<file path="config.mk">
export PLATFORM = sky130hd
export DESIGN_NAME = circular_deque_engine_core
export DESIGN_NICKNAME = d
export VERILOG_FILES = /design/src/design/cde_pkg.sv /design/src/design/cde_ram.sv /design/src/design/circular_deque_engine_core.sv
export SDC_FILE = /design/constraint.sdc
export NUM_CORES = 1
export LEC_CHECK = 0
export ABC_AREA = 0
export ABC_CLOCK_PERIOD_IN_PS = 8700
export CORE_AREA = 2 2 273 275
export DETAILED_ROUTE_END_ITERATION = 8
export DIE_AREA = 0 0 275 277
export DONT_BUFFER_PORTS = 1
export HOLD_SLACK_MARGIN = 0.1
export MAX_ROUTING_LAYER = met4
export PLACE_DENSITY_LB_ADDON = 0.3
export SYNTH_ARGS = -nofsm -noshare
export SYNTH_HDL_FRONTEND = slang
export SYNTH_SLANG_ARGS = --single-unit
</file>
<file path="constraint.sdc">
create_clock -name clk -period 8.7 [get_ports clk]
set_input_delay 1.74 -clock clk [delete_from_list [all_inputs] [get_ports clk]]
set_output_delay 1.74 -clock clk [all_outputs]
set_load 0.02 [all_outputs]
</file>
<file path="src/design/cde_pkg.sv">
// shared constants and types for the circular deque engine
package cde_pkg;

    localparam int MAX_DEPTH_DEF  = 16;
    localparam int DATA_WIDTH_DEF = 32;
    localparam int MODE_W         = 3;
    localparam int CFG_W          = 5;
    localparam int CAP_RESET_DEF  = 16;

    typedef enum logic [MODE_W-1:0] {
        MODE_PUSH_FRONT = 3'd0,
        MODE_PUSH_BACK  = 3'd1,
        MODE_POP_FRONT  = 3'd2,
        MODE_POP_BACK   = 3'd3,
        MODE_QUERY      = 3'd4
    } mode_t;

endpackage

</file>
<file path="src/design/cde_ram.sv">
// generic ram, one write port and two registered read ports
module cde_ram #(
    parameter int WIDTH = 32,
    parameter int DEPTH = 16
) (
    input  logic                                   clk,
    input  logic                                   wr_en,
    input  logic [((DEPTH > 1) ? $clog2(DEPTH) : 1)-1:0] wr_addr,
    input  logic [WIDTH-1:0]                       wr_data,
    input  logic                                   rd_en,
    input  logic [((DEPTH > 1) ? $clog2(DEPTH) : 1)-1:0] rd_addr_a,
    input  logic [((DEPTH > 1) ? $clog2(DEPTH) : 1)-1:0] rd_addr_b,
    output logic [WIDTH-1:0]                       rd_data_a,
    output logic [WIDTH-1:0]                       rd_data_b
);

    logic [WIDTH-1:0] mem_reg [DEPTH];
    logic [WIDTH-1:0] rd_a_reg;
    logic [WIDTH-1:0] rd_b_reg;

    always_ff @(posedge clk)
    begin
        if (wr_en)
        begin
            mem_reg[wr_addr] <= wr_data;
        end
        if (rd_en)
        begin
            rd_a_reg <= mem_reg[rd_addr_a];
            rd_b_reg <= mem_reg[rd_addr_b];
        end
    end

    assign rd_data_a = rd_a_reg;
    assign rd_data_b = rd_b_reg;

endmodule

</file>
<file path="src/design/circular_deque_engine_core.sv">
// circular deque engine: double-ended queue in a ring store, top level
// a request is held in the input register, then its result in the output register once it advances
// throughput: one request per cycle while m_axis_tready does not stall the result, set by the single
// store write port and the two store read ports that fetch the new front and back words
// reset clears head, tail and count and sets the capacity to 16 (MAX_DEPTH if smaller);
// store contents stay undefined until written, no clearing pass
module circular_deque_engine_core #(
    parameter int MAX_DEPTH  = cde_pkg::MAX_DEPTH_DEF,
    parameter int DATA_WIDTH = cde_pkg::DATA_WIDTH_DEF
) (
    input  logic                      clk,
    input  logic                      rst_n,
    input  logic                      cfg_wr_en,
    input  logic [cde_pkg::CFG_W-1:0] cfg_wr_data,
    input  logic                      s_axis_tvalid,
    output logic                      s_axis_tready,
    // mode, value
    input  logic [((cde_pkg::MODE_W + DATA_WIDTH + 7) / 8) * 8 - 1:0] s_axis_tdata,
    output logic                      m_axis_tvalid,
    input  logic                      m_axis_tready,
    // ok, front_value, back_value, empty_flag, full_flag
    output logic [((2 * DATA_WIDTH + 3 + 7) / 8) * 8 - 1:0] m_axis_tdata
);

    import cde_pkg::*;

    localparam int AW      = (MAX_DEPTH > 1) ? $clog2(MAX_DEPTH) : 1;
    localparam int CW      = $clog2(MAX_DEPTH + 1);
    localparam int CMPW    = (CW > CFG_W) ? CW : CFG_W;
    localparam int OUT_W   = ((2 * DATA_WIDTH + 3 + 7) / 8) * 8;
    localparam int CAP_RST = (MAX_DEPTH < CAP_RESET_DEF) ? MAX_DEPTH : CAP_RESET_DEF;

    function automatic logic [AW-1:0] wrap_inc(input logic [AW-1:0] i,
                                               input logic [CW-1:0] cap);
        logic [CW:0] nxt;
        nxt = (CW+1)'(i) + (CW+1)'(1);
        return (nxt >= (CW+1)'(cap)) ? '0 : nxt[AW-1:0];
    endfunction

    function automatic logic [AW-1:0] wrap_dec(input logic [AW-1:0] i,
                                               input logic [CW-1:0] cap);
        logic [CW-1:0] capm1;
        capm1 = cap - CW'(1);
        return (i == '0 || (CW+1)'(i) > (CW+1)'(cap)) ? capm1[AW-1:0] : i - AW'(1);
    endfunction

    logic                  in_valid_reg;
    mode_t                 in_mode_reg;
    logic [DATA_WIDTH-1:0] in_value_reg;

    logic [AW-1:0]         head_reg, head_next;
    logic [AW-1:0]         tail_reg, tail_next;
    logic [CW-1:0]         count_reg, count_next;
    logic [CW-1:0]         cap_reg, cap_next;

    logic                  out_valid_reg;
    logic                  ok_reg, ok_next;
    logic                  empty_reg, empty_next;
    logic                  full_reg, full_next;
    logic                  front_byp_reg, front_byp_next;
    logic [DATA_WIDTH-1:0] front_word_reg, front_word_next;
    logic                  back_byp_reg, back_byp_next;
    logic [DATA_WIDTH-1:0] back_word_reg, back_word_next;

    logic                  advance;
    logic                  full_now, empty_now;
    logic                  wr_en;
    logic [AW-1:0]         wr_addr;
    logic [AW-1:0]         front_addr, back_addr;
    logic [DATA_WIDTH-1:0] rd_front, rd_back;
    logic [CMPW-1:0]       cfg_ext;

    assign advance       = in_valid_reg && (!out_valid_reg || m_axis_tready);
    assign s_axis_tready = !in_valid_reg || advance;
    assign full_now      = count_reg >= cap_reg;
    assign empty_now     = count_reg == '0;

    // operation decode and pointer update
    always_comb
    begin
        head_next  = head_reg;
        tail_next  = tail_reg;
        count_next = count_reg;
        ok_next    = 1'b1;
        wr_en      = 1'b0;
        wr_addr    = tail_reg;
        case (in_mode_reg)
            MODE_PUSH_FRONT:
            begin
                if (full_now)
                begin
                    ok_next = 1'b0;
                end
                else
                begin
                    head_next  = wrap_dec(head_reg, cap_reg);
                    wr_en      = 1'b1;
                    wr_addr    = head_next;
                    count_next = count_reg + CW'(1);
                end
            end
            MODE_PUSH_BACK:
            begin
                if (full_now)
                begin
                    ok_next = 1'b0;
                end
                else
                begin
                    wr_en      = 1'b1;
                    wr_addr    = tail_reg;
                    tail_next  = wrap_inc(tail_reg, cap_reg);
                    count_next = count_reg + CW'(1);
                end
            end
            MODE_POP_FRONT:
            begin
                if (empty_now)
                begin
                    ok_next = 1'b0;
                end
                else
                begin
                    head_next  = wrap_inc(head_reg, cap_reg);
                    count_next = count_reg - CW'(1);
                end
            end
            MODE_POP_BACK:
            begin
                if (empty_now)
                begin
                    ok_next = 1'b0;
                end
                else
                begin
                    tail_next  = wrap_dec(tail_reg, cap_reg);
                    count_next = count_reg - CW'(1);
                end
            end
            default:
            begin
                ok_next = 1'b1;
            end
        endcase
    end

    // result flags and store bypass
    always_comb
    begin
        empty_next      = count_next == '0;
        full_next       = count_next >= cap_reg;
        front_addr      = head_next;
        back_addr       = wrap_dec(tail_next, cap_reg);
        front_byp_next  = 1'b0;
        front_word_next = in_value_reg;
        back_byp_next   = 1'b0;
        back_word_next  = in_value_reg;
        if (empty_next)
        begin
            front_byp_next  = 1'b1;
            front_word_next = '1;
            back_byp_next   = 1'b1;
            back_word_next  = '1;
        end
        else
        begin
            front_byp_next = wr_en && (wr_addr == front_addr);
            back_byp_next  = wr_en && (wr_addr == back_addr);
        end
    end

    // capacity clamp, zero acts as one
    always_comb
    begin
        cfg_ext = CMPW'(cfg_wr_data);
        if (cfg_ext == '0)
        begin
            cap_next = CW'(1);
        end
        else if (cfg_ext > CMPW'(MAX_DEPTH))
        begin
            cap_next = CW'(MAX_DEPTH);
        end
        else
        begin
            cap_next = cfg_ext[CW-1:0];
        end
    end

    cde_ram #(
        .WIDTH (DATA_WIDTH),
        .DEPTH (MAX_DEPTH)
    ) u_store (
        .clk       (clk),
        .wr_en     (wr_en && advance),
        .wr_addr   (wr_addr),
        .wr_data   (in_value_reg),
        .rd_en     (advance),
        .rd_addr_a (front_addr),
        .rd_addr_b (back_addr),
        .rd_data_a (rd_front),
        .rd_data_b (rd_back)
    );

    always_ff @(posedge clk or negedge rst_n)
    begin
        if (!rst_n)
        begin
            in_valid_reg  <= 1'b0;
            out_valid_reg <= 1'b0;
            head_reg      <= '0;
            tail_reg      <= '0;
            count_reg     <= '0;
            cap_reg       <= CW'(CAP_RST);
        end
        else
        begin
            if (s_axis_tready)
            begin
                in_valid_reg <= s_axis_tvalid;
            end
            if (advance)
            begin
                out_valid_reg <= 1'b1;
            end
            else if (m_axis_tready)
            begin
                out_valid_reg <= 1'b0;
            end
            if (cfg_wr_en)
            begin
                cap_reg   <= cap_next;
                head_reg  <= '0;
                tail_reg  <= '0;
                count_reg <= '0;
            end
            else if (advance)
            begin
                head_reg  <= head_next;
                tail_reg  <= tail_next;
                count_reg <= count_next;
            end
        end
    end

    // request and result payload
    always_ff @(posedge clk)
    begin
        if (s_axis_tvalid && s_axis_tready)
        begin
            in_mode_reg  <= mode_t'(s_axis_tdata[MODE_W-1:0]);
            in_value_reg <= s_axis_tdata[MODE_W +: DATA_WIDTH];
        end
        if (advance)
        begin
            ok_reg         <= ok_next;
            empty_reg      <= empty_next;
            full_reg       <= full_next;
            front_byp_reg  <= front_byp_next;
            front_word_reg <= front_word_next;
            back_byp_reg   <= back_byp_next;
            back_word_reg  <= back_word_next;
        end
    end

    assign m_axis_tvalid = out_valid_reg;
    assign m_axis_tdata  = OUT_W'({full_reg,
                                   empty_reg,
                                   back_byp_reg ? back_word_reg : rd_back,
                                   front_byp_reg ? front_word_reg : rd_front,
                                   ok_reg});

endmodule
</file>
After elaboration in Yosys (flattened, before gate mapping)
Memory sizes are Yosys's and may differ from the RTL's. A register that Yosys moved wholly into a read port is not among the register bits.
Cells that the tools add are included.
{"block": "op_classes", "n_addsub": 8, "n_mux": 34, "n_eq_ne": 5, "n_reduce_logical": 23, "n_lt_le_gt_ge": 8}
{"op": "$mux 32", "count": 2}
{"op": "$mux 4", "count": 15}
{"op": "$mux 5", "count": 6}
{"op": "$ge 5x5->1", "count": 4}
{"op": "$pmux 4 s2", "count": 2}
{"op": "$sub 4x1->4 const B", "count": 4}
{"op": "$gt 4x5->1", "count": 3}
{"op": "$logic_not 5->1", "count": 3}
{"op": "$logic_not 4->1", "count": 3}
{"op": "$add 4x1->5 const B", "count": 2}
{"op": "$pmux 5 s2", "count": 1}
{"op": "$eq 4x4->1", "count": 2}
{"op": "$mux 1", "count": 7}
{"op": "$eq 3x2->1 const B", "count": 2}
{"op": "$add 5x1->5 const B", "count": 1}
{"op": "$gt 5x5->1 const B", "count": 1}
{"op": "$logic_and 1x1->1", "count": 5}
{"op": "$logic_or 1x1->1", "count": 5}
{"op": "$sub 5x1->5 const B", "count": 1}
{"op": "$reduce_bool 2->1", "count": 2}
{"op": "$reduce_or 2->1", "count": 2}
{"op": "$eq 3x1->1 const B", "count": 1}
{"op": "$logic_not 3->1", "count": 1}
{"op": "$logic_not 1->1", "count": 2}
{"op": "$pmux 1 s2", "count": 1}
{"block": "word_totals", "output_inout_bits": 74, "n_memories": 1, "ff_bits": 92, "elab_cells": 93, "ram_bits": 512}
{"memory": "u_store.mem_reg", "depth": 16, "word_bits": 32, "read_ports": 2, "rd_ports_with_merged_regs": 2, "write_ports": 1, "line": "cde_ram.sv:17", "source": "logic [WIDTH-1:0] mem_reg [DEPTH];"}

Logic depth before layout (Yosys ltp)
Gate-level depths: netlist of the first run.
{"block": "logic_depth", "depth_word": 10, "mapped_depth": 24, "mapped_depth_nobuf": 20}

By module
Synthesis of the first run repeated with hierarchy kept, for this count alone.
{"block": "hier_totals", "cells_unflattened": 1702, "area_unflattened_um2": 30930.9}
{"module": "cde_ram", "area_each_um2": 24827.6, "seq_area_each_um2": 17296.6, "instances": 1, "cells_each": 1141}
{"module": "circular_deque_engine_core", "area_each_um2": 6103.4, "seq_area_each_um2": 2663.8, "instances": 1, "cells_each": 561}

Least setup slack after synthesis of the first run
OpenSTA, ideal clock, no wires.
{"block": "synth_timing", "path_type": "input to register", "from": "in m_axis_tready", "to": "reg count_reg[3]", "setup_slack_ns": 3.136, "t_arrival_ns": 5.271, "path_stages": 5, "path_buffers": 1, "required_ns": 8.407, "cell_sequence": "nand2b_1 -> nand2_1 -> inv_1 -> clkbuf_1 -> a211oi_1"}
{"block": "synth_via", "elab_chain_len": 3}
{"item": "start, declared", "line": "circular_deque_engine_core.sv:20", "source": "input logic m_axis_tready,"}
{"item": "$logic_or 1x1->1", "line": "circular_deque_engine_core.sv:73", "source": "assign advance = in_valid_reg && (!out_valid_reg || m_axis_tready);"}
{"item": "$logic_and 1x1->1", "line": "circular_deque_engine_core.sv:73"}
{"item": "via advance", "line": "circular_deque_engine_core.sv:65", "source": "logic advance;"}
{"item": "$reduce_bool 2->1 (no line)"}
{"item": "end signal, assigned", "line": "circular_deque_engine_core.sv:241", "source": "count_reg <= count_next;"}
{"item": "end, declared", "line": "circular_deque_engine_core.sv:53", "source": "logic [CW-1:0] count_reg, count_next;"}
The timed path passes the listed nets, and every way through them passes these cells.
A chain may end at the register's enable or synchronous reset.

Worst setup path after layout of the first run
{"block": "layout_timing", "from": "reg cap_reg[2]", "to": "reg u_store.rd_b_reg[23] (netlist: u_store.rd_data_b[23]) (read register of u_store.mem_reg) (data pin)"}
{"block": "layout_via", "elab_chain_len": 8, "elab_cells_between_ends": 15, "classes_between": "add/sub (2); order compare (4); mux (6); reduce/logical (3)"}
{"item": "start, declared", "line": "circular_deque_engine_core.sv:54", "source": "logic [CW-1:0] cap_reg, cap_next;"}
{"item": "start signal, assigned", "line": "circular_deque_engine_core.sv:214", "source": "cap_reg <= CW'(CAP_RST);"}
{"item": "start signal, assigned", "line": "circular_deque_engine_core.sv:232", "source": "cap_reg <= cap_next;"}
{"item": "$gt 4x5->1", "line": "circular_deque_engine_core.sv:44", "source": "return (i == '0 || (CW+1)'(i) > (CW+1)'(cap)) ? capm1[AW-1:0] : i - AW'(1);"}
{"item": "$logic_or 1x1->1", "line": "circular_deque_engine_core.sv:44"}
{"item": "$mux 4", "line": "circular_deque_engine_core.sv:44"}
{"item": "$mux 4", "line": "circular_deque_engine_core.sv:130", "source": "if (empty_now)"}
{"item": "$pmux 4 s2", "line": "circular_deque_engine_core.sv:87", "source": "case (in_mode_reg)"}
{"item": "$gt 4x5->1 or $logic_not 4->1 (tied branches)", "line": "circular_deque_engine_core.sv:44"}
{"item": "$logic_or 1x1->1", "line": "circular_deque_engine_core.sv:44"}
{"item": "$mux 4 (*)", "line": "circular_deque_engine_core.sv:44"}
{"item": "end, declared", "line": "cde_ram.sv:19", "source": "logic [WIDTH-1:0] rd_b_reg;"}
Mark *: on every way between the ends. The rest lies on a longest branch, timed or not.

==> metrics.md, run 1 <==
| Metric | Value |
|---|---|
| Core Region | 73,570 µm² |
| H-tree levels | 3 |
| Die W | 275 µm |
| Post_cts resized | 0 |
| Largest net degree at the start of global routing | 144 |
| FMAX | 147.1 MHz |
| Commonest cells after routing, fill and taps aside | mux2i_1 (676), edfxtp_1 (648), nand2_1 (164) |
| Vias per std cell | 6.046 |
| Largest register FFs | 512 |
| Register bit count reported by yosys | 668 |
| Fin crit period | 6799 ps |
| R2R Path Start | cap_reg[2]$_DFFE_PN0P_ |
| Non-Filler Instances | 3,272 |
| CP Capture Type | flip-flop |
| Cell variety after synth | 68 |
| Post-route ant nets | 0 |
| Async SR Flop Fraction | 2.994% |
| MaxCap Viol Count | 0 |
| Cells on worst reg2reg path | 18 |
| Worst rel slew slack | 11.31% |
| Crit path from | cap_reg[2]$_DFFE_PN0P_ |
| Post-synth EDFFs | 648 |
| Post-Synthesis Cells | 2,277 |
| RR Endpoint | u_store.rd_data_b[23]$_DFFE_PP_ |
| Row count | 100 |
| Worst-skew pair later-pin latency | 620 ps |
| Initial Utilization | 44.35% |
| Final worst slack | 1901 ps |
| Sequential-to-total area share from yosys stat | 61.17% |
| Synth area leaders | edfxtp_1 (60%), mux2i_1 (21%), mux2_2 (2.3%), nand2_1 (1.9%), o22ai_1 (1.8%) |
| Drt initial violations | 1,637 |
| Placed inst area | 33,750 µm² |
| Storage element area | 19,960 µm² |
| CTS Hold Buffers Added | 0 |
| Crit path cell chain | inv_1, ha_1, a21oi_1, o21ai_1, a31oi_1, nand3_1, a311oi_2, ha_1, nor2b_1, o21a_1, o21a_1, o21a_1, a31oi_4, mux2_2, nand3_2, buf_4, o22ai_1, or4b_1 |
| # port buffers | 0 |
| CP top delay family | compound AO/OA/AOI/OAI gates |
| Crit-path slowest cell | mux2_2 |
| VDD IR max | 189.1 µV |
| Final slew viol count | 0 |
| Synth Warn # | 0 |
| Worst Hold Depth | 1 |
| First-pass GRT wire length | 125,000 µm |
| Footprint of the multi-input gates | 12,100 µm² |
| Measured slew at the worst slew-check pin | 1330 ps |
| Nets | 2,330 |
| GR Overflow Total | 0 |
| Synth Flop Type | edfxtp_1 |
| Worst Setup Slack post-DPL | 1924 ps |
| HP Class | flip-flop to flip-flop |
| Leading area contributor after synthesis | edfxtp_1 |
| Fin Setup TNS | 0 ps |
| Final Setup Violations | 0 |
| Hold Fails Final Rpt | 0 |
| Die ar. | 76,180 µm² |
| CP max stage delay | 690 ps |
| Chip height | 277 µm |
| Vias in the first global route | 20,020 |
| WP data arrival | 7130 ps |
| Synth top area share | 59.64% |
| Router iterations before antenna repair | 6 |
| CTS root buffer | clkbuf_16 |
| TritonCTS clock tree | done |
| Most common cell after layout, fill and taps aside | mux2i_1 |
| RSZ-0062 raised after global routing | no |
| DP HPWL | 46,450 µm |
| Routed WL | 85,240 µm |
| DRC viols | 0 |
| Fin Clk Skew | 24.94 ps |
| Buf+Inv Stages, Crit Path | 2 |
| Critical Path Fanout Max | 32 |
| Worst Hold End | m_axis_tvalid$_DFFE_PN0P_ |
| Outcome | completed |
| Total power | 0.009582 W |
| R2r setup slk | 1900 ps |
| Via Count | 19,780 |
| Critical Path Start Type | flip-flop |
| Final period util | 78.15% |
| Leak Pwr | 13.03 nW |
| Ports | 124 |
| Layout cells sized above 1 | 12.71% |
| Hold path startpoint | in_valid_reg$_DFFE_PN0N_ |
| Antenna violations before repair | 5 |
| Setup bufs post-CTS | 0 |
| CTS sink count | 668 |
| Mapped Avg Cell Area | 14.33 µm² |
| Final instance area | 36,180 µm² |
| CTS Buf Count | 72 |
| WL/cell | 26.05 µm |
| Required @ worst endpoint | 9040 ps |
| Pwr dens | 264.9 nW/µm² |
| Gr usage total | 22.75% |
| Setup CP Type | flip-flop to flip-flop |
| Top cell by count, worst path | o21a_1 |
| Cell Area, Synth | 32,630 µm² |
| FILL cells | 6,159 |
| Clock transition at path regs | 60 ps |
| P&R area growth vs syn | 10.87% |
| Longest Clk Path Bufs | 3 |
| RePlAce Congestion | 0.8626 |
| Placed insts | 3,134 |
==> Yosys cell counts, drive strengths merged, types with 3 or more instances <==
cell type,number
a211o,5
a211oi,10
a21o,6
a21oi,53
a221oi,3
a22oi,3
a31oi,4
a32oi,31
a41oi,4
and3,4
buf,93
clkbuf,65
dfrtp,19
edfxtp,648
ha,41
inv,27
mux2,66
mux2i,678
nand2,164
nand2b,12
nand3,11
nand3b,4
nor2,45
nor2b,10
nor3,15
nor4b,4
o211ai,3
o21a,10
o21ai,20
o22ai,96
o31ai,5
or2,34
or4b,32
xnor2,15
xor2,6
==> logic make-up (layout without fill, tap and decap cells) <==
| family | after synthesis | after routing | synth area share [%] |
|---|---|---|---|
| compound gates | 270 | 270 | 5.618 |
| xor+xnor | 21 | 21 | 0.5637 |
| fa+ha+maj | 41 | 41 | 1.572 |
| buf+inv | 185 | 202 | 2.485 |
| flops | 668 | 668 | 61.17 |
| mux | 744 | 744 | 23.08 |
| other cells | 1 | 10 | 0.01149 |
| simple gates | 347 | 347 | 5.499 |
==> power by group <==
part,total (W),internal (W),switching [W]
Combinational,0.00258,0.000969,0.00161
Clock,0.00312,0.00185,0.00128
Sequential,0.00388,0.00377,0.000105
Total,0.00958,0.00659,0.00299
==> worst max-delay path by stage <==
stage	endpoint	cells past startpoint
6_report	u_store.rd_data_b[23]$_DFFE_PP_	18
5_1_grt	u_store.rd_data_b[23]$_DFFE_PP_	18
2_1_floorplan	count_reg[3]$_DFFE_PN0P_	5
3_5_place_dp	u_store.rd_data_b[28]$_DFFE_PP_	18
3_3_place_gp	u_store.rd_data_b[28]$_DFFE_PP_	18
4_1_cts	u_store.rd_data_b[28]$_DFFE_PP_	18
==> area by class of cell <==
class,count,area share [%]
inverter,27,0.2871
multi-input combinational,1428,33.43
antenna,5,0.03459
timing repair buffer,42,1.045
sequential,668,55.18
clock buffer,81,5.133
tap,969,3.351
clock inverter,52,1.539
==> through the flow <==
| step | hold WS (ps) | util, % |
|---|---|---|
| final | 506.0 | 49.17 |
| after global routing | 535.2 | 49.17 |
| after CTS | 507.9 | 49.15 |
| after detailed placement | 491.1 | 45.87 |
| after global placement | 470.2 | 45.87 |
| after floorplan | 456.9 | - |
==> routing by layer <==
layer  global-route usage [%]  wire length (µm)  vias up
li1                         -                 -     8768
met1                    29.52             36580    10170
met2                    36.33             41030      680
met3                    3.226              4902      165
met4                    8.482              2720        0
met5                        -                 0        -
Note: power is estimated with default switching activity, not from simulation.
==> run 2: changes to the inputs <==
--- a/config.mk
+++ b/config.mk
@@ -6,7 +6,7 @@
 export NUM_CORES = 1
 export LEC_CHECK = 0
 export ABC_AREA = 0
-export ABC_CLOCK_PERIOD_IN_PS = 8700
+export ABC_CLOCK_PERIOD_IN_PS = 6600
 export CORE_AREA = 2 2 273 275
 export DETAILED_ROUTE_END_ITERATION = 8
 export DIE_AREA = 0 0 275 277
==> constraint.sdc (replaced) <==
create_clock -name clk -period 6.6 [get_ports clk]
set_input_delay 1.32 -clock clk [delete_from_list [all_inputs] [get_ports clk]]
set_output_delay 1.32 -clock clk [all_outputs]
set_load 0.02 [all_outputs]
==> run 2 against run 1 <==
Routed wire length rose by 0.89%. Combinational power grew 36%. Via count hardly changed. Final area increased by 0.82%. Critical path type unchanged. Utilization increased by 0.40 points. Global-route usage is 0.32 points higher. Register-to-register slack got worse by 1200 ps. Flip-flop and latch count stayed put. Worst hold slack worse by 120 ps. Sequential power up 32%.
==> metrics.md, run 2 (same netlist as run 1, synthesis figures left out) <==
| Metric | Value |
|---|---|
| First-pass GRT wire length | 126,700 µm (+1.3%) |
| Fin crit period | 5929 ps (-870.5 ps) |
| Measured slew at the worst slew-check pin | 982.6 ps (-347.8 ps) |
| Setup bufs post-CTS | 0 (unchanged) |
| Worst-skew pair later-pin latency | 620 ps (about the same) |
| Leak Pwr | 13.19 nW (+1.3%) |
| Largest net degree at the start of global routing | 91 (-37%) |
| Drt initial violations | 1,507 (-7.9%) |
| Hold Fails Final Rpt | 0 (unchanged) |
| Nets | 2,365 (+1.5%) |
| Post-route ant nets | 0 (unchanged) |
| Chip height | 277 µm (unchanged) |
| WL/cell | 26.06 µm (about the same) |
| Gr usage total | 23.07% (+0.32 points) |
| Core Region | 73,570 µm² (unchanged) |
| Router iterations before antenna repair | 7 (+1) |
| Longest Clk Path Bufs | 3 (unchanged) |
| FMAX | 168.7 MHz (+15%) |
| CTS root buffer | clkbuf_16 |
| Critical Path Start Type | flip-flop |
| Post_cts resized | 0 (unchanged) |
| TritonCTS clock tree | done |
| CP top delay family | compound AO/OA/AOI/OAI gates |
| Routed WL | 86,000 µm (+0.89%) |
| R2R Path Start | tail_reg[1]$_DFFE_PN0P_ |
| Final period util | 89.83% (+12 points) |
| Via Count | 19,800 (+0.071%) |
| Total power | 0.01259 W (+31%) |
| CTS Buf Count | 73 (+1.4%) |
| RR Endpoint | u_store.rd_data_b[16]$_DFFE_PP_ |
| Antenna violations before repair | 5 (unchanged) |
| Initial Utilization | 44.35% (unchanged) |
| Fin Clk Skew | 29.54 ps (+4.597 ps) |
| DRC viols | 0 (unchanged) |
| Top cell by count, worst path | o21a_1 |
| MaxCap Viol Count | 0 (unchanged) |
| Placed inst area | 34,180 µm² (+1.3%) |
| Final slew viol count | 0 (unchanged) |
| Pwr dens | 345.1 nW/µm² (+30%) |
| CP Capture Type | flip-flop |
| Final worst slack | 671.0 ps (-1230 ps) |
| CTS sink count | 668 (unchanged) |
| Largest register FFs | 512 (unchanged) |
| Setup CP Type | flip-flop to flip-flop |
| GR Overflow Total | 0 (unchanged) |
| Die ar. | 76,180 µm² (unchanged) |
| Vias per std cell | 5.999 (-0.78%) |
| Final instance area | 36,470 µm² (+0.82%) |
| Row count | 100 (unchanged) |
| Worst Setup Slack post-DPL | 696.7 ps (-1227 ps) |
| Critical Path Fanout Max | 22 (-31%) |
| P&R area growth vs syn | 11.78% |
| Final Setup Violations | 0 (unchanged) |
| Cells on worst reg2reg path | 19 (+1) |
| Crit-path slowest cell | or4b_1 |
| VDD IR max | 209.0 µV (+11%) |
| Ports | 124 (unchanged) |
| RSZ-0062 raised after global routing | no |
| CP max stage delay | 610 ps (-80 ps) |
| Commonest cells after routing, fill and taps aside | mux2i_1 (676), edfxtp_1 (648), nand2_1 (164) |
| RePlAce Congestion | 0.8703 (+0.89%) |
| WP data arrival | 6240 ps (-890 ps) |
| Vias in the first global route | 20,210 (+0.94%) |
| Worst rel slew slack | 34.50% (+23 points) |
| Fin Setup TNS | 0 ps (unchanged) |
| DP HPWL | 51,120 µm (+10%) |
| Most common cell after layout, fill and taps aside | mux2i_1 |
| Required @ worst endpoint | 6910 ps (-2130 ps) |
| R2r setup slk | 670 ps (-1230 ps) |
| H-tree levels | 3 (unchanged) |
| Layout cells sized above 1 | 13.79% (+1.1 points) |
| HP Class | input port to asynchronous set/reset pin |
| Clock transition at path regs | 60 ps (about the same) |
| Die W | 275 µm (unchanged) |
| Buf+Inv Stages, Crit Path | 3 (+1) |
| CTS Hold Buffers Added | 0 (unchanged) |
| Outcome | completed |
| # port buffers | 0 (unchanged) |
| Crit path cell chain | ha_1, nor2b_1, o31ai_1, a21oi_1, o2111a_1, a311o_1, inv_1, ha_1, nor2b_1, o21a_1, o21a_1, o21a_1, a31oi_4, mux2i_4, buf_12, buf_12, mux2i_1, o22ai_1, or4b_1 |
run 2: worst max path at each step:
stage	startpoint	end	slack (ps)	cells past startpoint
after detailed placement	tail_reg[0]$_DFFE_PN0P_	u_store.rd_data_b[27]$_DFFE_PP_	700	20
after global placement	tail_reg[0]$_DFFE_PN0P_	u_store.rd_data_b[16]$_DFFE_PP_	790	20
final	tail_reg[1]$_DFFE_PN0P_	u_store.rd_data_b[16]$_DFFE_PP_	670	19
after CTS	tail_reg[0]$_DFFE_PN0P_	u_store.rd_data_b[16]$_DFFE_PP_	670	20
after global routing	tail_reg[1]$_DFFE_PN0P_	u_store.rd_data_b[20]$_DFFE_PP_	340	19
after floorplan	m_axis_tready	count_reg[3]$_DFFE_PN0P_	1460	5
run 2: metal layers:
metal / wire [µm] / vias to the layer above / share of wire [%] / track usage [%]
li1: - / 8827 / - / -
met1: 36640 / 10160 / 43 / 29.58
met2: 41870 / 636 / 49 / 37.31
met3: 4891 / 174 / 5.7 / 3.442
met4: 2594 / 0 / 3.0 / 8.150
met5: 0 / - / 0 / -
run 2: area by class of cell:
cell class	count	area (µm²)
multi-input cells	1428	12100
repair buffers	76	808.3
well taps	969	1212
clock inverters	39	331.6
inverters	27	103.9
diodes	3	7.507
flip-flops and latches	668	19960
clock buffers	90	1954
fillers	6192	37100
run 2: report_power, final:
group	switching [W]	total, W	internal (W)
clock	0.00165	0.00394	0.00230
combinational	0.00214	0.00352	0.00138
sequential	0.000150	0.00512	0.00497
run 2: through the flow:
stage	hold WS (ps)	util, %	instances
floorplan	456.9	-	2281
global placement	473.2	46.46	3168
detailed placement	482.9	46.46	3168
CTS	351.7	49.57	3297
global route	364.5	49.58	3300
finish	389.8	49.58	3300
